`src/rtl/core/u2a_pkg.sv`:
```
package u2a_pkg;

   // Most characters one input byte can produce
   localparam int MAX_CHARS = 4;

   localparam logic [6:0] CHAR_QMARK = 7'h3F;
   localparam logic [6:0] CHAR_SPACE = 7'h20;
   localparam logic [6:0] CHAR_DEL   = 7'h7F;

   // Folded replacement of one code point: one to three characters
   typedef struct packed {
      logic [1:0]      len;
      logic [2:0][6:0] chars;
   } fold_type;

   // Characters produced by one transaction, as they travel front to back
   typedef struct packed {
      logic [MAX_CHARS-1:0][6:0] chars;
      logic [2:0]                count;
      logic                      eos;
   } group_type;

   function automatic fold_type fold1(logic [7:0] c0);
      fold_type f;
      f.len   = 2'd1;
      f.chars = {CHAR_QMARK, CHAR_QMARK, c0[6:0]};
      return f;
   endfunction

   function automatic fold_type fold2(logic [7:0] c0, logic [7:0] c1);
      fold_type f;
      f.len   = 2'd2;
      f.chars = {CHAR_QMARK, c1[6:0], c0[6:0]};
      return f;
   endfunction

   function automatic fold_type fold3(logic [7:0] c0, logic [7:0] c1, logic [7:0] c2);
      fold_type f;
      f.len   = 2'd3;
      f.chars = {c2[6:0], c1[6:0], c0[6:0]};
      return f;
   endfunction

   // Fold a code point to ASCII; Latin-1 letters, some Latin Extended-A letters and a few marks, else '?'
   function automatic fold_type fold_code_point(logic [20:0] cp);
      fold_type f;
      unique case (cp) inside
         [21'h0C0:21'h0C5]: f = fold1("A");
         21'h0C6:           f = fold2("A", "E");
         21'h0C7:           f = fold1("C");
         [21'h0C8:21'h0CB]: f = fold1("E");
         [21'h0CC:21'h0CF]: f = fold1("I");
         21'h0D0:           f = fold1("D");
         21'h0D1:           f = fold1("N");
         [21'h0D2:21'h0D6]: f = fold1("O");
         21'h0D7:           f = fold1("x");
         21'h0D8:           f = fold1("O");
         [21'h0D9:21'h0DC]: f = fold1("U");
         21'h0DD:           f = fold1("Y");
         21'h0DE:           f = fold2("T", "h");
         21'h0DF:           f = fold2("s", "s");
         [21'h0E0:21'h0E5]: f = fold1("a");
         21'h0E6:           f = fold2("a", "e");
         21'h0E7:           f = fold1("c");
         [21'h0E8:21'h0EB]: f = fold1("e");
         [21'h0EC:21'h0EF]: f = fold1("i");
         21'h0F0:           f = fold1("d");
         21'h0F1:           f = fold1("n");
         [21'h0F2:21'h0F6]: f = fold1("o");
         21'h0F7:           f = fold1("/");
         21'h0F8:           f = fold1("o");
         [21'h0F9:21'h0FC]: f = fold1("u");
         21'h0FD:           f = fold1("y");
         21'h0FE:           f = fold2("t", "h");
         21'h0FF:           f = fold1("y");
         21'h0A0:           f = fold1(" ");
         21'h2018, 21'h2019, 21'h0B4: f = fold1("'");
         21'h201C, 21'h201D, 21'h0AB, 21'h0BB: f = fold1("\"");
         21'h2010, 21'h2013, 21'h2014: f = fold1("-");
         21'h2026:          f = fold3(".", ".", ".");
         21'h0152:          f = fold2("O", "E");
         21'h0153:          f = fold2("o", "e");
         21'h0160:          f = fold1("S");
         21'h0161:          f = fold1("s");
         21'h017D:          f = fold1("Z");
         21'h017E:          f = fold1("z");
         default:           f = fold1("?");
      endcase
      return f;
   endfunction

endpackage

```
`src/rtl/core/u2a_channels.sv`:
```
// Byte stream into the folder
interface u2a_req_if;
   logic       valid;
   logic       ready;
   logic [7:0] in_byte;
   logic       end_of_string;

   modport source (output valid, output in_byte, output end_of_string, input ready);
   modport sink   (input valid, input in_byte, input end_of_string, output ready);
endinterface

// Folded ASCII characters out of the folder
interface u2a_rsp_if;
   logic       valid;
   logic       ready;
   logic [6:0] out_char;
   logic       run_last;
   logic       text_last;

   modport source (output valid, output out_char, output run_last, output text_last,
                   input ready);
   modport sink   (input valid, input out_char, input run_last, input text_last,
                   output ready);
endinterface

```
`src/rtl/core/u2a_front.sv`:
```
module u2a_front (
   input  logic              clock,
   input  logic              reset,
   u2a_req_if.sink           req_bus,
   input  logic              push_ready,
   output logic              push_valid,
   output u2a_pkg::group_type push_group
);
   import u2a_pkg::*;

   // Decode state of the open sequence
   logic [1:0]  expected_ff, expected_in;
   logic [1:0]  absorbed_ff, absorbed_in;
   logic [20:0] acc_ff, acc_in;

   logic             req_fire;
   logic             is_cont;
   logic             seq_open;
   logic [20:0]      acc_next;
   logic [1:0]       absorbed_next;
   fold_type         fold_res;
   logic [1:0]       n_flush;     // '?' for a broken sequence
   logic [1:0]       n_body;      // characters from this byte itself
   logic [1:0]       n_tail;      // '?' for a sequence cut by end of string
   logic [3:0][6:0]  body_chars;
   logic [3:0]       total;
   logic [2:0]       slot_rel [MAX_CHARS];

   assign req_fire      = req_bus.valid && req_bus.ready;
   assign req_bus.ready = push_ready;
   assign is_cont       = (req_bus.in_byte[7:6] == 2'b10);
   assign seq_open      = (expected_ff != 2'd0);
   assign acc_next      = {acc_ff[14:0], req_bus.in_byte[5:0]};
   assign absorbed_next = absorbed_ff + 2'd1;
   assign fold_res      = fold_code_point(acc_next);

   // Classify the byte and work out the next decode state
   always_comb begin
      expected_in = expected_ff;
      absorbed_in = absorbed_ff;
      acc_in      = acc_ff;
      n_flush     = 2'd0;
      n_body      = 2'd0;
      n_tail      = 2'd0;
      body_chars  = {MAX_CHARS{CHAR_QMARK}};
      if (seq_open && is_cont) begin
         if (absorbed_next >= expected_ff) begin
            // sequence complete: fold the code point
            n_body          = fold_res.len;
            body_chars[2:0] = fold_res.chars;
            expected_in     = 2'd0;
            absorbed_in     = 2'd0;
            acc_in          = '0;
         end else begin
            absorbed_in = absorbed_next;
            acc_in      = acc_next;
         end
      end else begin
         if (seq_open) begin
            n_flush = 2'd1 + absorbed_ff;
         end
         expected_in = 2'd0;
         absorbed_in = 2'd0;
         acc_in      = '0;
         if (!req_bus.in_byte[7]) begin
            n_body = 2'd1;
            if (req_bus.in_byte[6:0] < CHAR_SPACE || req_bus.in_byte[6:0] == CHAR_DEL) begin
               body_chars[0] = CHAR_SPACE;
            end else begin
               body_chars[0] = req_bus.in_byte[6:0];
            end
         end else if (!req_bus.in_byte[6]) begin
            // stray continuation byte
            n_body = 2'd1;
         end else if (req_bus.in_byte[5:4] == 2'b11) begin
            expected_in = 2'd3;
            acc_in      = {18'd0, req_bus.in_byte[2:0]};
         end else if (req_bus.in_byte[5]) begin
            expected_in = 2'd2;
            acc_in      = {17'd0, req_bus.in_byte[3:0]};
         end else begin
            expected_in = 2'd1;
            acc_in      = {16'd0, req_bus.in_byte[4:0]};
         end
      end
      // end of string flushes whatever is still open
      if (req_bus.end_of_string && expected_in != 2'd0) begin
         n_tail      = 2'd1 + absorbed_in;
         expected_in = 2'd0;
         absorbed_in = 2'd0;
         acc_in      = '0;
      end
   end

   // Lay the characters out: flush '?', byte characters, tail '?'
   assign total = 4'(n_flush) + 4'(n_body) + 4'(n_tail);

   always_comb begin
      push_group.count = (total > 4'(MAX_CHARS)) ? 3'(MAX_CHARS) : total[2:0];
      push_group.eos   = req_bus.end_of_string;
      for (int i = 0; i < MAX_CHARS; i++) begin
         slot_rel[i] = 3'(i) - 3'(n_flush);
         if (3'(i) < 3'(n_flush)) begin
            push_group.chars[i] = CHAR_QMARK;
         end else if (slot_rel[i] < 3'(n_body)) begin
            push_group.chars[i] = body_chars[slot_rel[i][1:0]];
         end else begin
            push_group.chars[i] = CHAR_QMARK;
         end
      end
   end

   assign push_valid = req_bus.valid && (total != 4'd0);

   always_ff @(posedge clock) begin
      if (reset) begin
         expected_ff <= 2'd0;
         absorbed_ff <= 2'd0;
         acc_ff      <= '0;
      end else if (req_fire) begin
         expected_ff <= expected_in;
         absorbed_ff <= absorbed_in;
         acc_ff      <= acc_in;
      end
   end

   a_absorbed_below_expected: assert property (@(posedge clock) disable iff (reset)
      (expected_ff != 2'd0) |-> (absorbed_ff < expected_ff))
      else $error("absorbed count reached expected count without closing");

   a_idle_state_clear: assert property (@(posedge clock) disable iff (reset)
      (expected_ff == 2'd0) |-> (absorbed_ff == 2'd0 && acc_ff == 21'd0))
      else $error("decode state not cleared with no open sequence");

   a_eos_closes: assert property (@(posedge clock) disable iff (reset)
      (req_fire && req_bus.end_of_string) |=> (expected_ff == 2'd0))
      else $error("sequence left open after end of string");

endmodule

```
`src/rtl/core/u2a_queue.sv`:
```
module u2a_queue #(
   parameter int Depth = 4
) (
   input  logic               clock,
   input  logic               reset,
   input  logic               push_valid,
   input  u2a_pkg::group_type push_group,
   output logic               push_ready,
   output logic               pop_valid,
   output u2a_pkg::group_type pop_group,
   input  logic               pop_ready
);
   import u2a_pkg::*;

   localparam int PtrWidth   = $clog2(Depth);
   localparam int CountWidth = $clog2(Depth + 1);

   group_type               entries_ff [Depth];
   logic [PtrWidth-1:0]     wr_ptr_ff, wr_ptr_in;
   logic [PtrWidth-1:0]     rd_ptr_ff, rd_ptr_in;
   logic [CountWidth-1:0]   count_ff, count_in;
   logic                    push_fire;
   logic                    pop_fire;

   assign push_ready = (count_ff != CountWidth'(Depth));
   assign pop_valid  = (count_ff != '0);
   assign pop_group  = entries_ff[rd_ptr_ff];
   assign push_fire  = push_valid && push_ready;
   assign pop_fire   = pop_valid && pop_ready;

   // Pointer and fill count update
   always_comb begin
      wr_ptr_in = wr_ptr_ff;
      rd_ptr_in = rd_ptr_ff;
      count_in  = count_ff;
      if (push_fire) begin
         wr_ptr_in = (wr_ptr_ff == PtrWidth'(Depth - 1)) ? '0 : wr_ptr_ff + 1'b1;
      end
      if (pop_fire) begin
         rd_ptr_in = (rd_ptr_ff == PtrWidth'(Depth - 1)) ? '0 : rd_ptr_ff + 1'b1;
      end
      case ({push_fire, pop_fire})
         2'b10:   count_in = count_ff + 1'b1;
         2'b01:   count_in = count_ff - 1'b1;
         default: count_in = count_ff;
      endcase
   end

   always_ff @(posedge clock) begin
      if (reset) begin
         wr_ptr_ff <= '0;
         rd_ptr_ff <= '0;
         count_ff  <= '0;
      end else begin
         wr_ptr_ff <= wr_ptr_in;
         rd_ptr_ff <= rd_ptr_in;
         count_ff  <= count_in;
      end
   end

   // Storage
   always_ff @(posedge clock) begin
      if (push_fire) begin
         entries_ff[wr_ptr_ff] <= push_group;
      end
   end

   a_count_bounded: assert property (@(posedge clock) disable iff (reset)
      count_ff <= CountWidth'(Depth))
      else $error("queue fill count beyond depth");

   a_empty_pointers_meet: assert property (@(posedge clock) disable iff (reset)
      (count_ff == '0) |-> (rd_ptr_ff == wr_ptr_ff))
      else $error("empty queue with pointers apart");

   a_push_grows: assert property (@(posedge clock) disable iff (reset)
      (push_fire && !pop_fire) |=> (count_ff == $past(count_ff) + 1'b1))
      else $error("push without pop did not grow the queue");

endmodule

```
`src/rtl/core/u2a_back.sv`:
```
module u2a_back (
   input  logic               clock,
   input  logic               reset,
   input  logic               pop_valid,
   input  u2a_pkg::group_type pop_group,
   output logic               pop_ready,
   u2a_rsp_if.source          rsp_bus
);
   import u2a_pkg::*;

   // Position of the next character within the head group
   logic [1:0] idx_ff, idx_in;
   logic       last_char;
   logic       rsp_fire;

   assign last_char         = ({1'b0, idx_ff} == pop_group.count - 3'd1);
   assign rsp_fire          = rsp_bus.valid && rsp_bus.ready;
   assign rsp_bus.valid     = pop_valid;
   assign rsp_bus.out_char  = pop_group.chars[idx_ff];
   assign rsp_bus.run_last  = last_char;
   assign rsp_bus.text_last = last_char && pop_group.eos;
   assign pop_ready         = rsp_bus.ready && last_char;

   // Step through the group, retire it with its last character
   always_comb begin
      idx_in = idx_ff;
      if (rsp_fire) begin
         idx_in = last_char ? 2'd0 : idx_ff + 2'd1;
      end
   end

   always_ff @(posedge clock) begin
      if (reset) begin
         idx_ff <= 2'd0;
      end else begin
         idx_ff <= idx_in;
      end
   end

endmodule

```
`src/rtl/core/utf8_to_ascii_folder_unit.sv`:
```
// UTF-8 to printable ASCII folder. Bytes enter on req_bus one per transaction;
// folded characters leave on rsp_bus, zero to four per byte, with run_last on
// the final character of each byte and text_last on the final character of a
// string. The front decodes a byte in the cycle it is accepted and hands its
// characters as one group to a queue of QueueDepth groups; the back sends one
// character per cycle from the queue head while rsp_bus.ready is high, so the
// sustained rate is set by the output port. A byte's characters are registered
// in the queue before the back sends them. The input keeps taking bytes while
// the queue has room, also while the output stalls.
module utf8_to_ascii_folder_unit #(
   parameter int QueueDepth = 4
) (
   input  logic      clock,
   input  logic      reset,
   u2a_req_if.sink   req_bus,
   u2a_rsp_if.source rsp_bus
);
   import u2a_pkg::*;

   logic      push_valid;
   logic      push_ready;
   group_type push_group;
   logic      pop_valid;
   logic      pop_ready;
   group_type pop_group;

   u2a_front u_front (
      .clock      (clock),
      .reset      (reset),
      .req_bus    (req_bus),
      .push_ready (push_ready),
      .push_valid (push_valid),
      .push_group (push_group)
   );

   u2a_queue #(
      .Depth (QueueDepth)
   ) u_queue (
      .clock      (clock),
      .reset      (reset),
      .push_valid (push_valid),
      .push_group (push_group),
      .push_ready (push_ready),
      .pop_valid  (pop_valid),
      .pop_group  (pop_group),
      .pop_ready  (pop_ready)
   );

   u2a_back u_back (
      .clock     (clock),
      .reset     (reset),
      .pop_valid (pop_valid),
      .pop_group (pop_group),
      .pop_ready (pop_ready),
      .rsp_bus   (rsp_bus)
   );

endmodule

```
`src/flat_wrapper.sv`:
```
// flat-port wrapper written by rule: the top's interface ports become plain ports
module utf8_to_ascii_folder_unit_flat import u2a_pkg::*;
#(
   parameter int QueueDepth = 4
)
  (clock, reset, req_bus_valid, req_bus_in_byte, req_bus_end_of_string, req_bus_ready, rsp_bus_valid, rsp_bus_out_char, rsp_bus_run_last, rsp_bus_text_last, rsp_bus_ready);
  u2a_req_if req_bus_i ();
  u2a_rsp_if rsp_bus_i ();
  input  logic clock;
  input  logic reset;
  input wire logic [$bits(req_bus_i.valid)-1:0] req_bus_valid;
  input wire logic [$bits(req_bus_i.in_byte)-1:0] req_bus_in_byte;
  input wire logic [$bits(req_bus_i.end_of_string)-1:0] req_bus_end_of_string;
  output wire logic [$bits(req_bus_i.ready)-1:0] req_bus_ready;
  output wire logic [$bits(rsp_bus_i.valid)-1:0] rsp_bus_valid;
  output wire logic [$bits(rsp_bus_i.out_char)-1:0] rsp_bus_out_char;
  output wire logic [$bits(rsp_bus_i.run_last)-1:0] rsp_bus_run_last;
  output wire logic [$bits(rsp_bus_i.text_last)-1:0] rsp_bus_text_last;
  input wire logic [$bits(rsp_bus_i.ready)-1:0] rsp_bus_ready;
  assign req_bus_i.valid = req_bus_valid;
  assign req_bus_i.in_byte = req_bus_in_byte;
  assign req_bus_i.end_of_string = req_bus_end_of_string;
  assign req_bus_ready = req_bus_i.ready;
  assign rsp_bus_valid = rsp_bus_i.valid;
  assign rsp_bus_out_char = rsp_bus_i.out_char;
  assign rsp_bus_run_last = rsp_bus_i.run_last;
  assign rsp_bus_text_last = rsp_bus_i.text_last;
  assign rsp_bus_i.ready = rsp_bus_ready;
  utf8_to_ascii_folder_unit #(.QueueDepth(QueueDepth)) u_core (.clock(clock), .reset(reset), .req_bus(req_bus_i), .rsp_bus(rsp_bus_i));
endmodule
```
`config.mk`:
```
export PLATFORM = sky130hd
export DESIGN_NAME = utf8_to_ascii_folder_unit_flat
export DESIGN_NICKNAME = d
export VERILOG_FILES = /design/src/rtl/core/u2a_pkg.sv /design/src/rtl/core/u2a_channels.sv /design/src/rtl/core/u2a_front.sv /design/src/rtl/core/u2a_queue.sv /design/src/rtl/core/u2a_back.sv /design/src/rtl/core/utf8_to_ascii_folder_unit.sv /design/src/flat_wrapper.sv
export SDC_FILE = /design/constraint.sdc
export NUM_CORES = 1
export LEC_CHECK = 0
export ABC_CLOCK_PERIOD_IN_PS = 7460
export BUFFER_PORTS_ARGS = -buffer_cell sky130_fd_sc_hd__buf_4
export CORE_UTILIZATION = 40
export CTS_BUF_LIST = sky130_fd_sc_hd__clkbuf_4
export DETAILED_ROUTE_END_ITERATION = 16
export PLACE_DENSITY = 0.6
export SLEW_MARGIN = 20
export SYNTH_ARGS = -nofsm -noshare
export SYNTH_HDL_FRONTEND = slang
export SYNTH_SLANG_ARGS = --single-unit
```
`constraint.sdc`:
```
create_clock -name clock -period 7.46 [get_ports clock]
set_input_delay 1.119 -clock clock [delete_from_list [all_inputs] [get_ports clock]]
set_output_delay 1.119 -clock clock [all_outputs]
set_load 0.03 [all_outputs]
```
==> out/results.txt <==
Std-Cell Rows = 53
PD cells = 186 nW/um2
WS Path Type = flip-flop to flip-flop
Slew @ Worst Pin = 0.929 ns
FMAX = 0.198 GHz
# hold bufs at CTS = 0
GRT overflow = 0
Mux share of post-synthesis cell area = 10.8%
Final net count = 774
Seq/Total Area, Yosys = 51.4%
DR vias = 6318
Share of cells above drive strength 1 = 16.9%
Critical Path Fanout Max = 7
Design Area, Final = 9360 um2
Crit share post-route = 67.6%
Tot Pwr = 1.74 mW
Detailed Routing Iterations Pass 1 = 5
DIE HEIGHT = 149 um
Min-Delay Path Class = flip-flop to flip-flop
Arrival time worst endpoint = 5.53 ns
Peak per-stage delay on the critical path = 0.78 ns
Mapped cell area = 8640 um2
XOR/XNOR Fraction of Synth Area = 0.811%
Root Driver = clkbuf_4
Max rail drop VDD = 0.0952 mV
Via density = 6.13
Max Root-Sink Buffers = 2
H-Tree Depth = 4
Core footprint = 21100 um2
Placed instance area = 9050 um2
Unrepaired setup endpoints after global routing = false
Chip width = 149 um
Largest net degree at the start of global routing = 41
CP Data Required Time = 7.95 ns
Clk_lat worst skew = 0.56 ns
Antenna-violating nets left = 0
Max transition margin = 37.5%
Asr flop ratio synth = 0%
Synthesis-stage register bit count = 158
Max Cap Violations = 0
Initial Util = 41.0%
Number of CTS-inserted buffers = 17
Drt drc = 0
Commonest non-fill, non-tap cells in the layout = edfxtp_1 (128), nor2_1 (59), nand2_1 (49)
Iter 0 DRT Violations = 598
Multi-input gate area = 3920 um2
Hold Vio Cnt, Final = 0
Final setup TNS = 0 ns
Synth-to-Final Area Change = 8.32%
CP Launch Type = flip-flop
Post CTS Setup Buffer Count = 0
Synth Area in Compound Gates = 11.6%
Worst-path clk slew = 0.15 ns
Num Clock Sinks = 158
Post-Route Utilization = 44.4%
Most common cell after layout, fill and taps aside = edfxtp_1
Yosys warns = 0
Port Buffers = 23
Placer's final routability congestion estimate = 0.930
Max-slew violation count = 0
Yosys cell types = 72
Wire per inst = 22.2 um
Io pins = 24
Filler cell count in the final layout = 1968
Post-cts sizing count = 0
Syn_area_per_cell = 11.7 um2
Leak = 3.06 nW
First-pass GRT wire length = 35.8 mm
CP Cell Sequence = nor4_2 > nand4b_1 > or3_1 > a21oi_1 > fa_1 > ha_1 > inv_1 > ha_1 > a31oi_1 > inv_1 > ha_1 > inv_1 > fa_1 > xor2_1 > or3_1 > a21oi_1
Final min period = 5.04 ns
Yosys top cell by area = edfxtp_1
# setup viols final = 0
Number of global-route vias before repair = 6287
Hold slack = 0.519 ns
Outcome = finished clean
Post-synthesis simple-gate area fraction = 18.9%
Post-Synth Adder-Cell Area = 3.30%
GRT Resource Usage Total = 21.7%
Ys flop type = edfxtp_1
Yosys top cell area share = 44.5%
Initial antenna violation count = 1
CTS tree = done
Reg area = 4450 um2
Post-synth EDFFs = 128
Main combinational cell family by area after synthesis = simple AND/OR/NAND/NOR gates
CP Capture Type = flip-flop
Die area = 22200 um2
Cells after Synth = 738
Clk_skew = 0.0264 ns
Drt total wl = 22.9 mm
Top post-synthesis cells by area = edfxtp_1 (44%), mux4_2 (10%), dfxtp_1 (6.9%), ha_1 (2.6%), nor2_1 (2.6%)
Syn_nets = 772
CP max stage cell = nor4_2
HPWL after DPL = 15.9 mm
[metrics by stage]
| stage | worst slack [ns] | instances |
|---|---|---|
| floorplan | 2.51 | 738 |
| CTS | 2.40 | 1028 |
| finish | 2.42 | 1031 |
| global route | 2.07 | 1030 |
| detailed placement | 2.16 | 996 |
| global placement | 2.27 | 996 |
[where the power goes]
| part | switching, mW | internal (mW) | total, mW |
|---|---|---|---|
| Combinational | 0.132 | 0.0788 | 0.211 |
| Sequential | 0.0157 | 0.977 | 0.993 |
| Clock | 0.325 | 0.215 | 0.540 |
| Total | 0.473 | 1.27 | 1.74 |
[kinds of logic after synthesis]
family          count (synthesis)
simple gates                  285
xor+xnor                        8
mux                            44
compound gates                148
fa+ha+maj                      21
buf+inv                        74
flops                         158
[worst paths after layout]
check,start,endpoint,slack [ns],cells past startpoint
setup / recovery,u_core.u_front.acc_ff[11],u_core.u_queue.count_ff[2],2.42,16
hold / removal,u_core.u_queue.count_ff[2],u_core.u_queue.count_ff[2],0.52,2
setup reg to reg,u_core.u_front.acc_ff[11],u_core.u_queue.count_ff[2],2.42,16
hold reg to reg,u_core.u_queue.count_ff[2],u_core.u_queue.count_ff[2],0.52,2
[routing by layer]
layer / global-route usage [%] / vias to the layer above / part of all wire, %
met2: 35.8 / 269 / 49
met5: 0 / - / 0
met3: 4.19 / 60 / 6.3
li1: - / 2890 / -
met4: 9.85 / 0 / 3.8
met1: 27.6 / 3099 / 41
[flip-flops by register name, summed over array words and instances, names as in the netlist, named ones only]
signal,count
u_core.u_queue.wr_ptr_ff,2
u_core.u_front.acc_ff,15
u_core.u_queue.rd_ptr_ff,2
u_core.u_front.absorbed_ff,2
u_core.u_queue.count_ff,3
u_core.u_back.idx_ff,2
u_core.u_queue.entries_ff,128
u_core.u_front.expected_ff,2
[worst max-delay path, delay by kind of cell (launching register included)]
| kind | cells | cell delay (ns) |
|---|---|---|
| AND/OR/NAND/NOR | 4 | 2.09 |
| adder cells (fa/ha/maj) | 5 | 1.41 |
| AO/OA/AOI/OAI | 3 | 0.66 |
| flip-flops | 1 | 0.36 |
| buffers and inverters | 3 | 0.29 |
| XOR/XNOR | 1 | 0.17 |
[area by class of cell]
| cell class | instances | share of cell area (%) |
|---|---|---|
| Sequential cell | 158 | 47.5 |
| Multi-Input combinational cell | 506 | 41.9 |
| Tap cell | 275 | 3.67 |
| Timing Repair Buffer | 33 | 2.65 |
| Clock inverter | 14 | 1.82 |
| Clock buffer | 18 | 1.44 |
| Inverter | 24 | 0.962 |
| Antenna cell | 3 | 0.0802 |
[cell usage after synthesis, types with 9 or more instances]
cell type and number:
o21ai_0 22, nand4_1 13, dfxtp_1 30, a211oi_1 9, nand3_1 21, buf_1 9
clkbuf_1 38, a22oi_1 16, a31oi_1 9, nand2b_1 15, mux4_2 39, and3_1 9
and2_1 11, edfxtp_1 128, nor2_1 59, nor3_1 24, or3_1 12, nor4_1 11
a21oi_1 33, ha_1 18, inv_1 24, nand2_1 49
(Power assumes the default switching activity.)
